<file path="src/design/md4_pkg.sv">
`default_nettype none
package md4_pkg;

   // Controller states
   typedef enum logic [2:0] {
      ST_IDLE,
      ST_INSERT,
      ST_PREFETCH,
      ST_ROUND,
      ST_FOLD,
      ST_OUTPUT
   } state_type;

   // Where the compression takes its message words from
   typedef enum logic [1:0] {
      SRC_STORE,
      SRC_PAD_FIRST,
      SRC_PAD_LENGTH
   } src_type;

   localparam logic [31:0] INIT_A = 32'h67452301;
   localparam logic [31:0] INIT_B = 32'hefcdab89;
   localparam logic [31:0] INIT_C = 32'h98badcfe;
   localparam logic [31:0] INIT_D = 32'h10325476;
   localparam logic [31:0] K_ROUND2 = 32'h5a827999;
   localparam logic [31:0] K_ROUND3 = 32'h6ed9eba1;
   localparam logic [7:0] PAD_BYTE = 8'h80;
   localparam logic [5:0] LAST_STEP = 6'd47;
   localparam logic [5:0] LEN_FIELD_POS = 6'd56;

   // Message word index used by a step
   function automatic logic [3:0] msg_index(input logic [5:0] step);
      logic [3:0] j;
      begin
         j = step[3:0];
         case (step[5:4])
            2'd0: msg_index = j;
            2'd1: msg_index = {j[1:0], j[3:2]};
            default: msg_index = {j[0], j[1], j[2], j[3]};
         endcase
      end
   endfunction

   // Left rotation amount of a step
   function automatic logic [4:0] rot_amount(input logic [5:0] step);
      logic [3:0] sel;
      begin
         sel = {step[5:4], step[1:0]};
         case (sel)
            4'h0: rot_amount = 5'd3;
            4'h1: rot_amount = 5'd7;
            4'h2: rot_amount = 5'd11;
            4'h3: rot_amount = 5'd19;
            4'h4: rot_amount = 5'd3;
            4'h5: rot_amount = 5'd5;
            4'h6: rot_amount = 5'd9;
            4'h7: rot_amount = 5'd13;
            4'h8: rot_amount = 5'd3;
            4'h9: rot_amount = 5'd9;
            4'ha: rot_amount = 5'd11;
            4'hb: rot_amount = 5'd15;
            default: rot_amount = 5'd3;
         endcase
      end
   endfunction

endpackage
`default_nettype wire

</file>
<file path="src/design/md4_if.sv">
`default_nettype none
// Message channel
interface md4_req_if;
   logic        valid;
   logic        ready;
   logic [31:0] data_word;
   logic [2:0]  byte_count;
   logic        end_of_message;
   modport source (output valid, data_word, byte_count, end_of_message, input ready);
   modport sink (input valid, data_word, byte_count, end_of_message, output ready);
endinterface

// Digest channel
interface md4_rsp_if;
   logic        valid;
   logic        ready;
   logic [31:0] digest_word;
   logic        last_word;
   modport source (output valid, digest_word, last_word, input ready);
   modport sink (input valid, digest_word, last_word, output ready);
endinterface
`default_nettype wire

</file>
<file path="src/design/md4_hash_engine.sv">
`default_nettype none
// Channel  Dir  Payload                                   Handshake
// req_if   in   data_word, byte_count, end_of_message     valid/ready
// rsp_if   out  digest_word, last_word                    valid/ready
//
// One item at a time: it is accepted in ST_IDLE, then ST_INSERT stores its valid bytes one by one and closes it.
// A full 64-byte block is compressed in order: one read prefetch, 48 steps fed by the
// block memory's single read port, one fold into the chaining value.
// The end item adds one or two such blocks, then four digest items.
// Synchronous active-high reset; no clearing pass. A stalled digest item holds.
module md4_hash_engine (
   input wire logic clock,
   input wire logic reset,
   md4_req_if.sink  req_if,
   md4_rsp_if.source rsp_if
);
   import md4_pkg::*;

   state_type   state_ff, state_in;
   src_type     src_ff, src_in;
   logic [31:0] word_ff;
   logic [2:0]  count_ff;
   logic        last_ff;
   logic [2:0]  k_ff;
   logic [60:0] len_ff;
   logic [31:0] cur_ff;
   logic [5:0]  step_ff;
   logic [1:0]  out_idx_ff;
   logic [31:0] chain_ff [4];
   logic [31:0] wv_ff [4];

   // block memory, one write and one read port
   logic [31:0] mem [16];
   logic [31:0] rdata_ff;
   logic [3:0]  rd_idx_ff;
   logic [3:0]  rd_addr;
   logic        rd_en;
   logic        wr_en;

   logic [5:0]  pos;
   logic [7:0]  in_byte;
   logic [31:0] cur_new;
   logic [31:0] pad_word;
   logic [31:0] blk_word;
   logic [31:0] f_val;
   logic [31:0] sum;
   logic [4:0]  rot;
   logic [31:0] t_val;
   logic [63:0] bit_len;

   assign pos = len_ff[5:0];
   assign bit_len = {len_ff, 3'b000};

   // byte k of the held item, merged into the partial word
   always_comb begin
      case (k_ff[1:0])
         2'd0: in_byte = word_ff[7:0];
         2'd1: in_byte = word_ff[15:8];
         2'd2: in_byte = word_ff[23:16];
         default: in_byte = word_ff[31:24];
      endcase
      cur_new = cur_ff;
      case (pos[1:0])
         2'd0: cur_new[7:0] = in_byte;
         2'd1: cur_new[15:8] = in_byte;
         2'd2: cur_new[23:16] = in_byte;
         default: cur_new[31:24] = in_byte;
      endcase
   end

   // partial word closed by the pad byte
   always_comb begin
      case (pos[1:0])
         2'd0: pad_word = {24'd0, PAD_BYTE};
         2'd1: pad_word = {16'd0, PAD_BYTE, cur_ff[7:0]};
         2'd2: pad_word = {8'd0, PAD_BYTE, cur_ff[15:0]};
         default: pad_word = {PAD_BYTE, cur_ff[23:0]};
      endcase
   end

   // message word seen by the current step
   always_comb begin
      blk_word = rdata_ff;
      if (src_ff == SRC_PAD_LENGTH) begin
         if (rd_idx_ff == 4'd14) blk_word = bit_len[31:0];
         else if (rd_idx_ff == 4'd15) blk_word = bit_len[63:32];
         else blk_word = '0;
      end else if (src_ff == SRC_PAD_FIRST) begin
         if (rd_idx_ff == pos[5:2]) blk_word = pad_word;
         else if (rd_idx_ff > pos[5:2]) begin
            if (pos < LEN_FIELD_POS && rd_idx_ff == 4'd14) blk_word = bit_len[31:0];
            else if (pos < LEN_FIELD_POS && rd_idx_ff == 4'd15) blk_word = bit_len[63:32];
            else blk_word = '0;
         end
      end
   end

   // one compression step
   always_comb begin
      case (step_ff[5:4])
         2'd0: f_val = wv_ff[3] ^ (wv_ff[1] & (wv_ff[2] ^ wv_ff[3]));
         2'd1: f_val = ((wv_ff[1] & wv_ff[2]) | (wv_ff[3] & (wv_ff[1] | wv_ff[2])))
                       + K_ROUND2;
         default: f_val = (wv_ff[1] ^ wv_ff[2] ^ wv_ff[3]) + K_ROUND3;
      endcase
      sum = wv_ff[0] + f_val + blk_word;
      rot = rot_amount(step_ff);
      t_val = (sum << rot) | (sum >> (6'd32 - {1'b0, rot}));
   end

   // next state and control
   always_comb begin
      state_in = state_ff;
      src_in = src_ff;
      rd_en = 1'b0;
      rd_addr = msg_index(6'd0);
      wr_en = 1'b0;
      req_if.ready = (state_ff == ST_IDLE);
      case (state_ff)
         ST_IDLE: begin
            if (req_if.valid) state_in = ST_INSERT;
         end
         ST_INSERT: begin
            if (k_ff == count_ff) begin
               if (last_ff) begin
                  src_in = SRC_PAD_FIRST;
                  state_in = ST_PREFETCH;
               end else begin
                  state_in = ST_IDLE;
               end
            end else begin
               wr_en = (pos[1:0] == 2'd3);
               if (pos == 6'd63) begin
                  src_in = SRC_STORE;
                  state_in = ST_PREFETCH;
               end
            end
         end
         ST_PREFETCH: begin
            rd_en = 1'b1;
            rd_addr = msg_index(6'd0);
            state_in = ST_ROUND;
         end
         ST_ROUND: begin
            rd_en = 1'b1;
            rd_addr = msg_index(step_ff + 6'd1);
            if (step_ff == LAST_STEP) state_in = ST_FOLD;
         end
         ST_FOLD: begin
            case (src_ff)
               SRC_STORE: state_in = ST_INSERT;
               SRC_PAD_FIRST: begin
                  if (pos >= LEN_FIELD_POS) begin
                     src_in = SRC_PAD_LENGTH;
                     state_in = ST_PREFETCH;
                  end else begin
                     state_in = ST_OUTPUT;
                  end
               end
               default: state_in = ST_OUTPUT;
            endcase
         end
         ST_OUTPUT: begin
            if (rsp_if.ready && out_idx_ff == 2'd3) state_in = ST_IDLE;
         end
         default: state_in = ST_IDLE;
      endcase
   end

   assign rsp_if.valid = (state_ff == ST_OUTPUT);
   assign rsp_if.digest_word = chain_ff[out_idx_ff];
   assign rsp_if.last_word = (out_idx_ff == 2'd3);

   // memory ports
   always_ff @(posedge clock) begin
      if (wr_en) mem[pos[5:2]] <= cur_new;
      if (rd_en) begin
         rdata_ff <= mem[rd_addr];
         rd_idx_ff <= rd_addr;
      end
   end

   always_ff @(posedge clock) begin
      state_ff <= state_in;
      src_ff <= src_in;
      if (reset) begin
         state_ff <= ST_IDLE;
         src_ff <= SRC_STORE;
      end
   end

   // datapath and counters
   always_ff @(posedge clock) begin
      if (reset) begin
         len_ff <= '0;
         out_idx_ff <= '0;
         chain_ff[0] <= INIT_A;
         chain_ff[1] <= INIT_B;
         chain_ff[2] <= INIT_C;
         chain_ff[3] <= INIT_D;
      end else begin
         case (state_ff)
            ST_IDLE: begin
               if (req_if.valid) begin
                  word_ff <= req_if.data_word;
                  count_ff <= (req_if.byte_count > 3'd4) ? 3'd4 : req_if.byte_count;
                  last_ff <= req_if.end_of_message;
                  k_ff <= '0;
               end
            end
            ST_INSERT: begin
               if (k_ff != count_ff) begin
                  cur_ff <= cur_new;
                  len_ff <= len_ff + 61'd1;
                  k_ff <= k_ff + 3'd1;
               end
            end
            ST_PREFETCH: begin
               step_ff <= '0;
               for (int i = 0; i < 4; i++) wv_ff[i] <= chain_ff[i];
            end
            ST_ROUND: begin
               step_ff <= step_ff + 6'd1;
               wv_ff[0] <= wv_ff[3];
               wv_ff[1] <= t_val;
               wv_ff[2] <= wv_ff[1];
               wv_ff[3] <= wv_ff[2];
            end
            ST_FOLD: begin
               for (int i = 0; i < 4; i++) chain_ff[i] <= chain_ff[i] + wv_ff[i];
               out_idx_ff <= '0;
            end
            ST_OUTPUT: begin
               if (rsp_if.ready) begin
                  out_idx_ff <= out_idx_ff + 2'd1;
                  if (out_idx_ff == 2'd3) begin
                     len_ff <= '0;
                     chain_ff[0] <= INIT_A;
                     chain_ff[1] <= INIT_B;
                     chain_ff[2] <= INIT_C;
                     chain_ff[3] <= INIT_D;
                  end
               end
            end
            default: ;
         endcase
      end
   end

endmodule
`default_nettype wire

</file>
<file path="src/flat_wrapper.sv">
// flat-port wrapper written by rule: the top's interface ports become plain ports
module md4_hash_engine_flat import md4_pkg::*;
  (clock, reset, req_if_valid, req_if_data_word, req_if_byte_count, req_if_end_of_message, req_if_ready, rsp_if_valid, rsp_if_digest_word, rsp_if_last_word, rsp_if_ready);
  md4_req_if req_if_i ();
  md4_rsp_if rsp_if_i ();
  input wire logic clock;
  input wire logic reset;
  input wire logic [$bits(req_if_i.valid)-1:0] req_if_valid;
  input wire logic [$bits(req_if_i.data_word)-1:0] req_if_data_word;
  input wire logic [$bits(req_if_i.byte_count)-1:0] req_if_byte_count;
  input wire logic [$bits(req_if_i.end_of_message)-1:0] req_if_end_of_message;
  output wire logic [$bits(req_if_i.ready)-1:0] req_if_ready;
  output wire logic [$bits(rsp_if_i.valid)-1:0] rsp_if_valid;
  output wire logic [$bits(rsp_if_i.digest_word)-1:0] rsp_if_digest_word;
  output wire logic [$bits(rsp_if_i.last_word)-1:0] rsp_if_last_word;
  input wire logic [$bits(rsp_if_i.ready)-1:0] rsp_if_ready;
  assign req_if_i.valid = req_if_valid;
  assign req_if_i.data_word = req_if_data_word;
  assign req_if_i.byte_count = req_if_byte_count;
  assign req_if_i.end_of_message = req_if_end_of_message;
  assign req_if_ready = req_if_i.ready;
  assign rsp_if_valid = rsp_if_i.valid;
  assign rsp_if_digest_word = rsp_if_i.digest_word;
  assign rsp_if_last_word = rsp_if_i.last_word;
  assign rsp_if_i.ready = rsp_if_ready;
  md4_hash_engine u_core (.clock(clock), .reset(reset), .req_if(req_if_i), .rsp_if(rsp_if_i));
endmodule
</file>
<file path="config.mk">
export PLATFORM = sky130hd
export DESIGN_NAME = md4_hash_engine_flat
export DESIGN_NICKNAME = d
export VERILOG_FILES = /design/src/design/md4_pkg.sv /design/src/design/md4_if.sv /design/src/design/md4_hash_engine.sv /design/src/flat_wrapper.sv
export SDC_FILE = /design/constraint.sdc
export NUM_CORES = 2
export LEC_CHECK = 0
export BUFFER_PORTS_ARGS = -buffer_cell sky130_fd_sc_hd__buf_2
export CORE_MARGIN = 3
export CORE_UTILIZATION = 45
export DETAILED_ROUTE_END_ITERATION = 16
export HOLD_SLACK_MARGIN = 0.08
export PLACE_DENSITY = 0.7
export SLEW_MARGIN = 20
export SYNTH_ARGS = -nofsm -noshare
export SYNTH_HDL_FRONTEND = slang
export SYNTH_SLANG_ARGS = --single-unit
export TNS_END_PERCENT = 10
</file>
<file path="constraint.sdc">
create_clock -name clock -period 7.4 [get_ports clock]
set_input_delay 1.85 -clock clock [delete_from_list [all_inputs] [get_ports clock]]
set_output_delay 1.85 -clock clock [all_outputs]
set_load 0.05 [all_outputs]
</file>
=== Word-level counts from Yosys, hierarchy flattened ===
Memories as Yosys holds them, arrays and structs flattened. A register that Yosys moved wholly into a read port is not among the register bits.
Cells that the tools add are included.

* Flip-flop bits (word level): 149
* Memory bits (writable): 768
* Memory bits (read-only): 64
* Input port bits: 40
* Output and inout port bits: 35
* Word-level logic and storage cells: 191
* Memories kept: 4

* Add/subtract/negate cells: 13
* $lt $le $gt $ge: 4
* Eq/ne operators: 32
* Shift-type cells: 2
* Mux-type cells: 78
* Bitwise operators: 23
* Reduce and logical (&&, ||, !) cells: 24

{| class="wikitable"
|+ Memories
! name !! depth !! bits a word !! read ports !! clocked after memory_dff !! write ports !! RTL line !! text
|-
| u_core.mem || 16 || 32 || 1 || 1 || 1 || md4_hash_engine.sv:33 || <nowiki>logic [31:0] mem [16];</nowiki>
|-
| u_core.chain_ff || 4 || 32 || 5 || 1 || 4 || md4_hash_engine.sv:29 || <nowiki>logic [31:0] chain_ff [4];</nowiki>
|-
| u_core.wv_ff || 4 || 32 || 4 || 0 || 4 || md4_hash_engine.sv:30 || <nowiki>logic [31:0] wv_ff [4];</nowiki>
|-
| (no name shown) || 16 || 4 || 1 || 1 || 0 || md4_pkg.sv:49 || <nowiki>case (sel)</nowiki>
|}

{| class="wikitable"
|+ Operators by type and width
! kind !! count
|-
| $mux W32 || 20
|-
| $add A32 B32 Y32 || 6
|-
| $mux W61 || 3
|-
| $xor A32 B32 Y32 || 4
|-
| $pmux W61 S2 || 1
|-
| $and A32 B32 Y32 || 3
|-
| $or A32 B32 Y32 || 3
|-
| $pmux W32 S3 || 1
|-
| $add A32 B31 Y32 const B || 2
|-
| $pmux W32 S2 || 1
|-
| $add A61 B1 Y61 const B || 1
|-
| $mux W8 || 4
|-
| $shl A32 B5 Y32 || 1
|-
| $shr A32 B6 Y32 || 1
|-
| $mux W3 || 8
|-
| $pmux W8 S3 || 1
|-
| $mux W1 || 21
|-
| $mux W2 || 9
|-
| $pmux W3 S6 || 1
|-
| $ne A2 B1 Y1 const B || 7
|-
| $eq A6 B6 Y1 const B || 2
|-
| $or A1 B1 Y1 || 12
|-
| $pmux W3 S2 || 2
|-
| $pmux W6 S2 || 1
|-
| other kinds (34) || 61
|}

=== Logic depth before layout (Yosys ltp) ===
* Word-level depth: 12
* Depth in mapped cells: 30
* Gate-level depth less buffers: 27

=== Worst setup path after synthesis ===
OpenSTA, ideal clock, no wires.

* Path kind: register -> register
* Start point: reg u_core.rd_idx_ff[0]
* End point: mem u_core.wv_ff[1][28] (data pin)
* Library setup time: 145 ps
* Arrival time: 6192 ps
* Required time: 7255 ps
* Slack: 1063 ps
* Stages on the path, launching flop included: 29
* Buffers on the path: 4
* Clock period less this slack: 6337 ps
* Cell sequence: edfxtp_1 clkbuf_1 buf_1 inv_1 ha_1 nor2b_1 o21ai_0 nand2b_1 a21oi_1 a21oi_1 clkbuf_1 o21ai_0 a22oi_1 fa_1 ha_1 fa_1 a211oi_2 o211ai_2 or4b_1 a21oi_1 or4_1 buf_2 a211oi_4 o21ai_2 a21oi_2 xnor2_1 mux4_2 a21o_1 o21ai_1

{| class="wikitable"
|+ RTL lines
! item !! RTL line !! text
|-
| start: declaration || md4_hash_engine.sv:35 || <nowiki>logic [3:0] rd_idx_ff;</nowiki>
|-
| start signal: assignment || md4_hash_engine.sv:179 || <nowiki>rd_idx_ff <= rd_addr;</nowiki>
|-
| end: declaration || md4_hash_engine.sv:30 ||
|}

==> reports/qor.txt <==
SYNTH
--------------------------------------------------------------------------------
Share of the synthesized area in the top cell type                        47.68%
Syn avg cell area                                                    10.50 sq um
Register bit total from synthesis                                            955
Most instantiated cells after synthesis                             sky130_fd_sc_hd__nand2_1 (1016), sky130_fd_sc_hd__edfxtp_1 (817), sky130_fd_sc_hd__nor2_1 (293), sky130_fd_sc_hd__a21oi_1 (274), sky130_fd_sc_hd__clkbuf_1 (223)
Yosys warning total                                                            0
Post-synthesis net count                                                    5176
Cell Area, Synth                                                    0.05145 sq mm
Number of enable flip-flop cells after synthesis                             817
Synth async-reset ratio                                                       0%
Distinct cell type count of the synthesized netlist                           84
Most used DFF post-synth                                            sky130_fd_sc_hd__edfxtp_1
Proportion of synthesized chip area in sequential cells                   53.05%
Post-Syn Instances                                                          4898
Most used standard cell by instance count after synthesis           sky130_fd_sc_hd__nand2_1
Synth area leader                                                   sky130_fd_sc_hd__edfxtp_1
Cells taking the most area after synthesis                          sky130_fd_sc_hd__edfxtp_1 (48%), sky130_fd_sc_hd__nand2_1 (7.4%), sky130_fd_sc_hd__dfxtp_1 (5.4%), sky130_fd_sc_hd__ha_1 (4.1%), sky130_fd_sc_hd__a21oi_1 (2.7%)

HOLD PATH
--------------------------------------------------------------------------------
Worst hold path cell count                                                     2
Type of the worst min-delay path                                         reg2reg

ROUTE
--------------------------------------------------------------------------------
Detailed-route vias per instance                                           5.921
First-iteration detailed-routing DRC count                                  3848
ANT nets after route                                                           0
Number of remaining DRC errors                                                 0
Via Count                                                                  38300
Total Routed Length                                                     143.8 mm
First-pass iteration count of the detailed router                              8
Detailed-route wire length per cell                                     22.22 um

SETUP PATH
--------------------------------------------------------------------------------
Critical path endpoint category                                        flip-flop
Max Fanout on Critical Path                                                    8
Cells on worst reg2reg path                                                   26
Number of cells on the critical path                                          26
Cell type with the highest occurrence count on the critical path    sky130_fd_sc_hd__a21oi_1
Largest stage delay on the critical path                                 0.57 ns
Worst Path Arrival                                                       7.49 ns
Cell family with the largest share of critical-path delay           compound AO/OA/AOI/OAI gates
Required time at the worst-slack endpoint                                7.85 ns
Worst setup SP type                                                    flip-flop
Worst Setup Path Type                                                    reg2reg
Sum of buffers and inverters on the critical path                              2
Slowest library cell on the worst path                              sky130_fd_sc_hd__fa_1

FLOORPLANNING
--------------------------------------------------------------------------------
Die outline height                                                      344.1 um
Die boundary width                                                      344.1 um
Starting density of the core                                              45.55%
Area of the core region                                             0.1130 sq mm
Area enclosed by the die boundary                                   0.1184 sq mm
Count of boundary I/O pins                                                    75
Core Rows                                                                    123

POWER
--------------------------------------------------------------------------------
Leakage                                                                 21.05 nW
Power density over cell area                                        233.5 mW/mm^2
VDD IR max                                                           0.0002624 V

TIMING
--------------------------------------------------------------------------------
Post-route clock skew                                                 0.04098 ns
Post-route setup TNS                                                        0 ns
Worst-margin pin slew                                                   1.155 ns
Time the worst path needs with I/O delays and setup                     7.041 ns
Final setup violation count                                                    0
Worst rel slew slack                                                      20.79%
Post-layout worst setup margin                                         0.3591 ns
Final hold violation count                                                     0
Final period util                                                         95.15%
Unrepaired setup endpoints after global routing                            false
Pins Over Slew Limit                                                           0
Maximum achievable frequency                                          0.1420 GHz

RUN
--------------------------------------------------------------------------------
Max-capacitance violation count                                                0

CLOCKING
--------------------------------------------------------------------------------
Cts bufs inserted                                                             95
Clock transition at the registers of the reported paths                  0.06 ns
Clock Tree Root                                                     sky130_fd_sc_hd__clkbuf_16
H-tree Lvls                                                                    3
Max Root-Sink Buffers                                                          3
Worst-skew pair later-pin latency                                        0.71 ns
CTS sink cnt                                                                 955
Quantity of hold-fixing buffers added after cts                                0
Post-CTS setup buffer count                                                    0
TritonCTS clock tree                                                       built
Cells resized by post-CTS repair                                               0

GLOBAL ROUTING
--------------------------------------------------------------------------------
Via count of the first global-routing pass                                 36250
Maximum number of pins on one net before global-route repair                 130
Global-route usage over all layers                                        23.76%
Antenna violations before repair                                               4
Remaining Overflow, GRT                                                        0
Global-route wire length before repair                                  217.1 mm

PLACE
--------------------------------------------------------------------------------
Placed Instance Area                                                0.05354 sq mm
Final estimated routing congestion in global placement                    0.9584
Sum of net half-perimeters after detailed placement                     94.92 mm
Pre-CTS setup slack                                                    0.1706 ns
Number of buffer cells added on primary ports                                 74

FINISH
--------------------------------------------------------------------------------
Final layout net count                                                      5167
Final instance area                                                 0.05685 sq mm
Synthesis-to-layout area growth                                           10.48%
Fill cell instance count of the final layout                                9935
Fraction of final layout cells with drive strength greater than 1         8.998%

RUN STATUS
--------------------------------------------------------------------------------
Outcome                                                             finished clean

[power by group]
group          total, mW  switching, mW  leakage (nW)  internal (mW)
Combinational       2.15           1.39          11.1          0.755
Clock               5.01           2.18          1.55           2.83
Sequential          6.11         0.0814          8.36           6.03
Total               13.3           3.65          21.0           9.62
[placed cells by master, fill, tap and decap left out, types with 18 or more instances in the layout]
cell,count
sky130_fd_sc_hd__nor2_1,273
sky130_fd_sc_hd__nand4_1,24
sky130_fd_sc_hd__nand2_1,1015
sky130_fd_sc_hd__mux2i_1,87
sky130_fd_sc_hd__buf_4,71
sky130_fd_sc_hd__clkbuf_1,19
sky130_fd_sc_hd__a211oi_1,68
sky130_fd_sc_hd__mux2_2,48
sky130_fd_sc_hd__fa_1,68
sky130_fd_sc_hd__dfxtp_1,136
sky130_fd_sc_hd__o221ai_1,18
sky130_fd_sc_hd__ha_1,170
sky130_fd_sc_hd__a21oi_1,273
sky130_fd_sc_hd__nor3_1,45
sky130_fd_sc_hd__clkbuf_16,95
sky130_fd_sc_hd__inv_1,167
sky130_fd_sc_hd__buf_2,74
sky130_fd_sc_hd__edfxtp_1,817
sky130_fd_sc_hd__xor2_1,123
sky130_fd_sc_hd__nor2b_1,49
sky130_fd_sc_hd__nand2b_1,39
sky130_fd_sc_hd__a311oi_1,100
sky130_fd_sc_hd__a21o_1,76
sky130_fd_sc_hd__o21a_1,40
sky130_fd_sc_hd__o21ai_0,185
sky130_fd_sc_hd__and3_1,100
sky130_fd_sc_hd__nand3_1,196
sky130_fd_sc_hd__a31oi_1,55
sky130_fd_sc_hd__or3_1,25
sky130_fd_sc_hd__xnor2_1,115
sky130_fd_sc_hd__mux4_2,33
sky130_fd_sc_hd__o211ai_1,28
[sequential cells by signal, indices dropped and copies added, names as in the netlist, 6 cells and up, named ones only]
register         count
u_core.chain_ff    128
u_core.cur_ff       32
u_core.len_ff       61
u_core.mem         512
u_core.rdata_ff     32
u_core.step_ff       6
u_core.word_ff      32
u_core.wv_ff       128
[layout make-up]
cell class,instances,area [sq um],share of cell area [%]
antenna,1,2.502,0.004402
clock buffer,116,2476,4.356
clock inverter,60,763.2,1.343
inverter,172,658.1,1.158
multi-input combinational,3516,22790,40.09
sequential,955,27300,48.02
tap,1500,1877,3.301
timing repair buffer,149,983.4,1.730
[stage by stage]
step	cells	power, mW	util (%)	hold slack [ns]
2_1_floorplan	4898	7.692	-	0.4586
3_3_place_gp	6291	8.302	47.40	0.4758
3_5_place_dp	6291	8.322	47.40	0.4843
4_1_cts	6467	13.29	50.27	0.4923
5_1_grt	6468	13.74	50.32	0.5079
6_report	6469	13.27	50.32	0.4892
[path summary, 6_finish.rpt]
check	from	to	slack, ns
setup / recovery	u_core.wv_ff[3][0]	u_core.wv_ff[1][2]	0.36
hold / removal	u_core.chain_ff[0][14]	u_core.chain_ff[0][14]	0.49
setup reg to reg	u_core.wv_ff[3][0]	u_core.wv_ff[1][2]	0.36
hold reg to reg	u_core.chain_ff[0][14]	u_core.chain_ff[0][14]	0.49
[kinds of logic (layout without fill, tap and decap cells)]
group | Yosys count | count (layout) | share of synthesized area [%]
buffers and inverters | 427 | 497 | 3.122
muxes | 172 | 172 | 4.265
xor gates and xnor gates | 238 | 238 | 4.051
other | 0 | 1 | 0
adders and majority gates | 238 | 238 | 6.780
AOI/OAI and AO/OA | 1003 | 1003 | 12.84
and+or+nand+nor | 1865 | 1865 | 15.89
DFF | 955 | 955 | 53.05
[routing by layer]
metal	vias to the layer above	track usage [%]	share of wire, %
met5	-	0	0.023
met4	4	8.407	3.5
met3	287	3.288	7.6
met2	1518	38.93	47
met1	18720	32.41	42
li1	17780	-	-
[worst reg2reg max path, cell delays in order, from the launching register on]
cell,delay [ns]
sky130_fd_sc_hd__edfxtp_1,0.45
sky130_fd_sc_hd__fa_1,0.56
sky130_fd_sc_hd__ha_1,0.27
sky130_fd_sc_hd__and4b_1,0.20
sky130_fd_sc_hd__o21a_1,0.21
sky130_fd_sc_hd__o41ai_1,0.32
sky130_fd_sc_hd__buf_4,0.20
sky130_fd_sc_hd__a21oi_2,0.11
sky130_fd_sc_hd__nor3_2,0.21
sky130_fd_sc_hd__nor2_1,0.09
sky130_fd_sc_hd__a21oi_1,0.18
sky130_fd_sc_hd__xor2_1,0.17
sky130_fd_sc_hd__a21oi_1,0.11
sky130_fd_sc_hd__fa_1,0.57
sky130_fd_sc_hd__inv_1,0.07
sky130_fd_sc_hd__ha_1,0.40
sky130_fd_sc_hd__a21oi_1,0.15
sky130_fd_sc_hd__o21ai_0,0.11
sky130_fd_sc_hd__and3_1,0.19
sky130_fd_sc_hd__or4_1,0.56
sky130_fd_sc_hd__a211oi_4,0.37
sky130_fd_sc_hd__o21ai_2,0.11
sky130_fd_sc_hd__a21oi_2,0.15
sky130_fd_sc_hd__xnor2_1,0.18
sky130_fd_sc_hd__a21oi_1,0.32
sky130_fd_sc_hd__mux2i_2,0.17
sky130_fd_sc_hd__a211oi_1,0.38
Power figures use the tool's default switching activity.
